File: config.mk
export PLATFORM = sky130hd
export DESIGN_NAME = tlin_search
export DESIGN_NICKNAME = d
export VERILOG_FILES = /design/src/rtl/tlin_search.sv
export SDC_FILE = /design/constraint.sdc
export NUM_CORES = 1
export LEC_CHECK = 0
export ABC_AREA = 1
export BUFFER_PORTS_ARGS = -buffer_cell sky130_fd_sc_hd__buf_2
export CORE_AREA = 2 2 139 168
export CTS_BUF_LIST = sky130_fd_sc_hd__clkbuf_16
export DETAILED_ROUTE_END_ITERATION = 12
export DIE_AREA = 0 0 141 170
export HOLD_SLACK_MARGIN = 0.05
export PLACE_DENSITY = 0.52
export SYNTH_ARGS = -nofsm -noshare
export SYNTH_HDL_FRONTEND = slang
export SYNTH_SLANG_ARGS = --single-unit
File: constraint.sdc
create_clock -name clk -period 5.9 [get_ports clk]
set_clock_uncertainty 0.05 [all_clocks]
set_input_delay 1.18 -clock clk [delete_from_list [all_inputs] [get_ports clk]]
set_output_delay 1.18 -clock clk [all_outputs]
set_load 0.01 [all_outputs]
File: src/rtl/tlin_search.sv
// Nearest-entry binary search over a table held in a registered-read RAM.
`timescale 1ns / 1ps
module tlin_search #(
	parameter int IDX_W = 8
) (
	input  logic              clk,
	input  logic              arst_n,
	input  logic              start,
	input  logic [IDX_W-1:0]  last,
	input  logic [15:0]       value,
	input  logic [15:0]       rd_data,
	output logic [IDX_W-1:0]  rd_addr,
	output logic              done,
	output logic [IDX_W-1:0]  idx
);
	localparam int SW = IDX_W + 2;
	localparam logic [2:0] S_IDLE = 3'd0, S_FIRST = 3'd1, S_LAST = 3'd2,
		S_PROBE = 3'd3, S_FIN_LO = 3'd4, S_FIN_HI = 3'd5;

	logic [2:0]        state_q, state_d;
	logic signed [SW-1:0] lo_q, lo_d, hi_q, hi_d;
	logic [IDX_W-1:0]  mid_q, mid_d, addr_d, idx_d;
	logic [15:0]       dm_q, dm_d;
	logic              fin;
	logic signed [SW-1:0] mid_s, nlo, nhi, sum;
	logic [15:0]       a, b;

	assign rd_addr = addr_d;

	// one probe per cycle: the address of the next probe goes to the RAM now
	always_comb begin
		state_d = state_q;
		lo_d    = lo_q;
		hi_d    = hi_q;
		mid_d   = mid_q;
		dm_d    = dm_q;
		addr_d  = mid_q;
		fin     = 1'b0;
		idx_d   = idx;
		mid_s   = SW'(mid_q);
		nlo     = lo_q;
		nhi     = hi_q;
		sum     = '0;
		a       = '0;
		b       = '0;
		unique case (state_q)
			S_IDLE: begin
				if (start) begin
					addr_d  = '0;
					state_d = S_FIRST;
				end
			end
			S_FIRST: begin
				if (value <= rd_data) begin
					fin   = 1'b1;
					idx_d = '0;
				end else begin
					addr_d  = last;
					state_d = S_LAST;
				end
			end
			S_LAST: begin
				if (value >= rd_data) begin
					fin   = 1'b1;
					idx_d = last;
				end else begin
					lo_d    = '0;
					hi_d    = SW'(last);
					mid_d   = last >> 1;
					addr_d  = last >> 1;
					state_d = S_PROBE;
				end
			end
			S_PROBE: begin
				if (rd_data == value) begin
					fin   = 1'b1;
					idx_d = mid_q;
				end else begin
					if (rd_data > value) begin
						nhi = mid_s - SW'(1);
					end else begin
						nlo = mid_s + SW'(1);
					end
					sum = nlo + nhi;
					if (nlo <= nhi) begin
						lo_d   = nlo;
						hi_d   = nhi;
						mid_d  = IDX_W'(sum >>> 1);
						addr_d = IDX_W'(sum >>> 1);
					end else if (value < rd_data) begin
						// settled above the value: weigh against the entry below
						if (mid_q == '0) begin
							fin   = 1'b1;
							idx_d = '0;
						end else begin
							dm_d    = rd_data;
							addr_d  = mid_q - IDX_W'(1);
							state_d = S_FIN_LO;
						end
					end else begin
						// settled below the value: weigh against the entry above
						if (mid_q >= last) begin
							fin   = 1'b1;
							idx_d = last;
						end else begin
							dm_d    = rd_data;
							addr_d  = mid_q + IDX_W'(1);
							state_d = S_FIN_HI;
						end
					end
				end
			end
			S_FIN_LO: begin
				a     = dm_q - value;
				b     = value - rd_data;
				fin   = 1'b1;
				idx_d = (a <= b) ? mid_q : mid_q - IDX_W'(1);
			end
			S_FIN_HI: begin
				a     = rd_data - value;
				b     = value - dm_q;
				fin   = 1'b1;
				idx_d = (a <= b) ? mid_q + IDX_W'(1) : mid_q;
			end
			default: state_d = S_IDLE;
		endcase
		if (fin) begin
			state_d = S_IDLE;
		end
	end

	always_ff @(posedge clk or negedge arst_n) begin
		if (!arst_n) begin
			state_q <= S_IDLE;
			done    <= 1'b0;
		end else begin
			state_q <= state_d;
			done    <= fin;
		end
	end

	always_ff @(posedge clk) begin
		lo_q  <= lo_d;
		hi_q  <= hi_d;
		mid_q <= mid_d;
		dm_q  <= dm_d;
		idx   <= idx_d;
	end
endmodule

* Word level (Yosys, flattened, before mapping) *
Cells that the tools add are included.

word-level totals
  register bits after elaboration = 56
  word-level logic and storage cells = 117
  bits of input ports = 43
  output and inout port bits = 17

cells by class
  multiplexer cells = 57
  $lt $le $gt $ge = 8
  reduce and logical (&&, ||, !) cells = 10
  add/subtract/negate cells = 9
  eq/ne operators = 24
  bitwise operators = 2

operator list
  cell                                              count
  two-way mux 8 bit                                 19
  two-way mux 10 bit                                12
  subtractor 16 bit                                 4
  <= comparator 16 bit                              3
  two-way mux 16 bit                                3
  one-hot mux 10 bit (2 select lines)               2
  one-hot mux 8 bit (5 select lines)                1
  one-hot mux 8 bit (4 select lines)                1
  two-way mux 3 bit                                 9
  inequality test 3 bit, second input constant      6
  equality test 16 bit                              1
  greater-or-equal comparator 16 bit                1
  greater-than comparator 16 bit                    1
  < comparator 16 bit                               1
  inequality test 4 bit, second input constant      4
  one-hot mux 8 bit (2 select lines)                1
  one-hot mux 3 bit (5 select lines)                1
  inequality test 2 bit, second input constant      7
  <= comparator 10 bit                              1
  adder 8 x 1 -> 9 bit, second input constant       1
  adder 9 bit                                       1
  subtractor 8 x 1 -> 9 bit, second input constant  1
  adder 8 x 1 -> 8 bit, second input constant       1
  greater-or-equal comparator 8 bit                 1
  other kinds (18)                                  27

* Logic depth before layout (Yosys ltp) *
  depth after elaboration = 10
  mapped depth = 31

* Worst setup path before layout *
Ideal clock, no wire load.

  path type = input-to-reg
  start = input port rd_data[0]
  end = register hi_q[0] (enable)
  setup time = 0.378 ns
  setup slack = 0.222 ns
  stages on the path = 24
  data required time = 5.472 ns
  arrival = 5.249 ns
  cell sequence = inv_1 -> ha_1 -> inv_1 -> fa_1 -> a21oi_1 -> o21ai_2 -> nand2_1 -> nand4_2 -> nand2_4 -> buf_6 -> nand2_1 -> o21ai_0 -> inv_1 -> ha_1 -> inv_1 -> nand2_1 -> nor2_1 -> nand3_1 -> nand3_1 -> nand2_1 -> nand3_2 -> nand2_1 -> o21ai_0 -> and2_1

on the way
  cells in the longest elaborated chain, start to end = 7
  elaborated cells between the ends (all ways) = 14
  those cells by class = order compare: 3; eq/ne: 4; mux: 6; reduce/logical: 1

ends and longest elaborated chain
  item                                      RTL line  RTL
  start: declaration                        11        input logic [15:0] rd_data,
  greater-than comparator 16 bit            79        if (rd_data > value) begin
  two-way mux 10 bit                        79
  two-way mux 10 bit                        75        if (rd_data == value) begin
  two-way mux 10 bit                        46        unique case (state_q)
  <= comparator 10 bit                      85        if (nlo <= nhi) begin
  inequality test 2 bit (no source line)    -
  AND reduction 4 bit (no source line) (*)  -
  end signal: assignment                    144       hi_q <= hi_d;
  end: declaration                          21        logic signed [SW-1:0] lo_q, lo_d, hi_q, hi_d;

Every way passes the cells marked *; elsewhere a longest branch is shown, timed or not. The select of a mux whose other input is x is not followed.
A chain may end at the register's enable or synchronous reset.

* Worst setup path in the final report *
  start = input port rd_data[0]
  end = output port rd_addr[5]

on the way
  cells in the longest elaborated chain, start to end = 8
  elaborated cells between the ends (all ways) = 19
  those cells by class = add/sub: 1; order compare: 5; eq/ne: 1; mux: 12

ends and longest elaborated chain
  item                                                        RTL line  RTL
  greater-than comparator 16 bit                              79
  two-way mux 10 bit                                          79
  two-way mux 10 bit                                          75
  two-way mux 10 bit                                          46
  adder 9 bit / <= comparator 10 bit (equally long branches)  84, 85
  two-way mux 8 bit                                           85
  two-way mux 8 bit                                           75
  one-hot mux 8 bit (4 select lines) (*)                      46
  end: declaration                                            12        output logic [IDX_W-1:0] rd_addr,

Marked as above.

==> impl_metrics.toml <==
[global_route]
grt_pass1_wl_um = 45000
grt_antenna_before_repair = 0
grtUsageTotal = 0.239
grt_max_degree = 35
grt_pass1_vias = 8607
grt_overflow = 0

[cells_and_area]
final_nets = 1586
syn2layout_area_growth_pct = 24.5
num_antenna_cells = 0
final.fill_count = 2285
drive_gt1_frac = 0.231
final_common_cell = "nand2_1"
final_area_um2 = 10700
multi_input_area_um2 = 6510
finalCoreUtilization = 0.480
regArea_um2 = 1660
layout_common_cells = "nand2_1, inv_1, buf_4"
fin_cells = 1693

[power]
power_switching_mw = 2.00
ir_drop_uv = 236
pwr-share-clk = 0.090
internal_power_mw = 1.87
switching_share = 0.516
p_leak_nw = 5.48
power_frac_comb = 0.737
power_per_cell_area_nw_per_um2 = 362
power_frac_seq = 0.173
total_power_mw = 3.87

[critical_path]
cpMostUsedCell = "nand2_1"
crit_buf_inv = 7
slowest_stage = "fa_2"
startpoint_type = "input port"
slowest_delay_ns = 0.39
path_delay_family = "simple AND/OR/NAND/NOR gates"
cp.arrival_ns = 4.61
crit_type = "input port to output pin"
required_ns = 4.67
cp_max_fo = 7
end_kind = "output pin"

[logic_synthesis]
ys_warn_count = 0
synth-seq-area-share = 0.193
synth-seq-cells = 56
synth_edf_count = 52
synth_nets = 1430
synthFlopType = "edfxtp_1"
syn-cell-area_um2 = 8600
syn-mean-instance-area_um2 = 6.84
syn_inst = 1257
synth-async-reset-ratio = 0.0714
ys_types = 51

[clock_network]
insertion_delay_ns = 0.32
cts.sinks = 56
clk_pin_slew_worst_paths_ns = 0.09
cts_made_buffers = 5
clockBufferDepth = 2
postCtsHoldBufs = 0
cts_root_buffer = "clkbuf_16"
h-tree-depth = 2
tritoncts = "done"

[detailed_routing]
ant_nets = 0
wl_per_cell_um = 17.2
drt_first_iter_violations = 605
route.detailed.drc = 0
dr_total_vias = 8865
wl_um = 29200
drt_pass1_iterations = 6
routed_via_density = 5.24

[placement]
portBuffers = 59
dp_hpwl_um = 22900
dp_cells = 1669
place_area_um2 = 9880
pre_cts_slack_ns = -0.121
gp_congestion = 0.938

[hold_path]
holdCritPathClass = "flop to flop"

[die]
rows = 60
ios = 60
die-area_um2 = 24000
die_w_um = 141
initial_core_util = 0.386
die_h_um = 170
core_um2 = 22300

[timing]
tns_ns = 0
fin_ws_ns = 0.0590
hold_slack_ns = 0.566
worst_pin_slew_ns = 1.12
max_clock_freq_mhz = 171
finalHoldViolations = 0
period_needed_ns = 5.84
maxSlewViolCount = 0
rsz0062_at_grt = "true"
finalSetupViolations = 0
max_slew_margin = 0.251
period_share = 0.990

[run]
maxCapViolations = 0

[status]
status = "finished clean"
-- cells in the mapped netlist, types with 3 or more instances --
master     count  share of area
o2111ai_1      4         0.0041
nand3_1      102          0.059
fa_1           5          0.012
nand2_2       10         0.0073
dfrtp_1        4          0.012
o21bai_1       3         0.0026
buf_4          9         0.0079
nor3_1        13         0.0076
a21boi_0       3         0.0026
nor2_1        72          0.031
clkbuf_1      17         0.0074
a21oi_1       89          0.052
nor4_1         5         0.0036
xnor2_1       25          0.025
o21ai_0       56          0.033
inv_2          7         0.0031
nand2_4        3         0.0039
a31oi_1       11         0.0080
mux2i_1        3         0.0035
o221ai_1       3         0.0031
buf_2          9         0.0052
a211oi_1       3         0.0026
buf_6          3         0.0039
a21o_1        11         0.0096
o21ai_2       11          0.011
ha_1         125           0.18
o21a_1         5         0.0044
o21ai_1       20          0.012
nand4_1       12         0.0087
xor2_1        46          0.047
o211ai_1       4         0.0035
edfxtp_1      52           0.18
inv_1        192          0.084
nand2_1      295           0.13
-- metal layers --
layer,share of wire,vias to the layer above,GRT usage
li1,-,4439,-
met1,0.42,4110,0.285
met2,0.52,264,0.447
met3,0.037,52,0.0172
met4,0.032,0,0.0857
met5,0,-,0
-- power by group through the flow --
stage / Combinational, mW / Sequential (mW) / Clock (mW)
floorplan: 1.55 / 0.658 / 0
global placement: 2.51 / 0.671 / 0
detailed placement: 2.51 / 0.671 / 0
CTS: 2.55 / 0.662 / 0.357
global route: 3.14 / 0.681 / 0.366
finish: 2.85 / 0.669 / 0.350
-- registers in the layout, indices dropped and copies added (netlist names) --
name	cells
mid_q	8
lo_q	10
state_q	3
idx	8
dm_q	16
done	1
hi_q	10
-- area by class of cell --
cell class                      count  share of cell area
Tap cell                          279              0.0326
Sequential cell                    56               0.155
Timing Repair Buffer              185               0.119
Multi-Input combinational cell    964               0.608
Inverter                          201              0.0712
Clock buffer                        5              0.0117
Clock inverter                      3             0.00245
-- path summary, 6_finish.rpt --
| path | startpoint | endpoint | slack [ns] | depth (start not counted) |
|---|---|---|---|---|
| min in group asynchronous | arst_n | done$_DFF_PN0_ | 0.60 | 1 |
| worst min register to register | lo_q[5]$_SDFFCE_PN0P_ | lo_q[5]$_SDFFCE_PN0P_ | 0.57 | 2 |
| worst max-delay path | rd_data[0] | rd_addr[5] | 0.06 | 28 |
| max in group asynchronous | arst_n | state_q[1]$_DFFE_PN0P_ | 5.09 | 1 |
| worst min-delay path | lo_q[5]$_SDFFCE_PN0P_ | lo_q[5]$_SDFFCE_PN0P_ | 0.57 | 2 |
| worst max register to register | mid_q[1]$_DFFE_PP_ | lo_q[5]$_SDFFCE_PN0P_ | 1.62 | 18 |
-- tightest hold or removal path: cells and delay by family (launching register included) --
kind | cells | cell delay [ns]
flip-flops | 1 | 0.36
AO/OA/AOI/OAI | 1 | 0.07
AND/OR/NAND/NOR | 1 | 0.07
-- timing repair --
action	4_1_cts	5_1_grt
buffers inserted	0	14
endpoints found under the setup margin	8	8
pin swaps	3	42
gates cloned	2	1
gates resized for setup	8	108
-- kinds of logic (layout without fill, tap and decap cells) --
group | Yosys count | in the layout | synth area share
AOI/OAI and AO/OA | 231 | 231 | 0.156
xor gates and xnor gates | 71 | 71 | 0.0723
adders and majority gates | 130 | 130 | 0.194
buffers and inverters | 240 | 394 | 0.113
DFF | 56 | 56 | 0.193
muxes | 3 | 3 | 0.00349
and+or+nand+nor | 526 | 529 | 0.268
No activity file was read; power rests on OpenSTA's default activity.
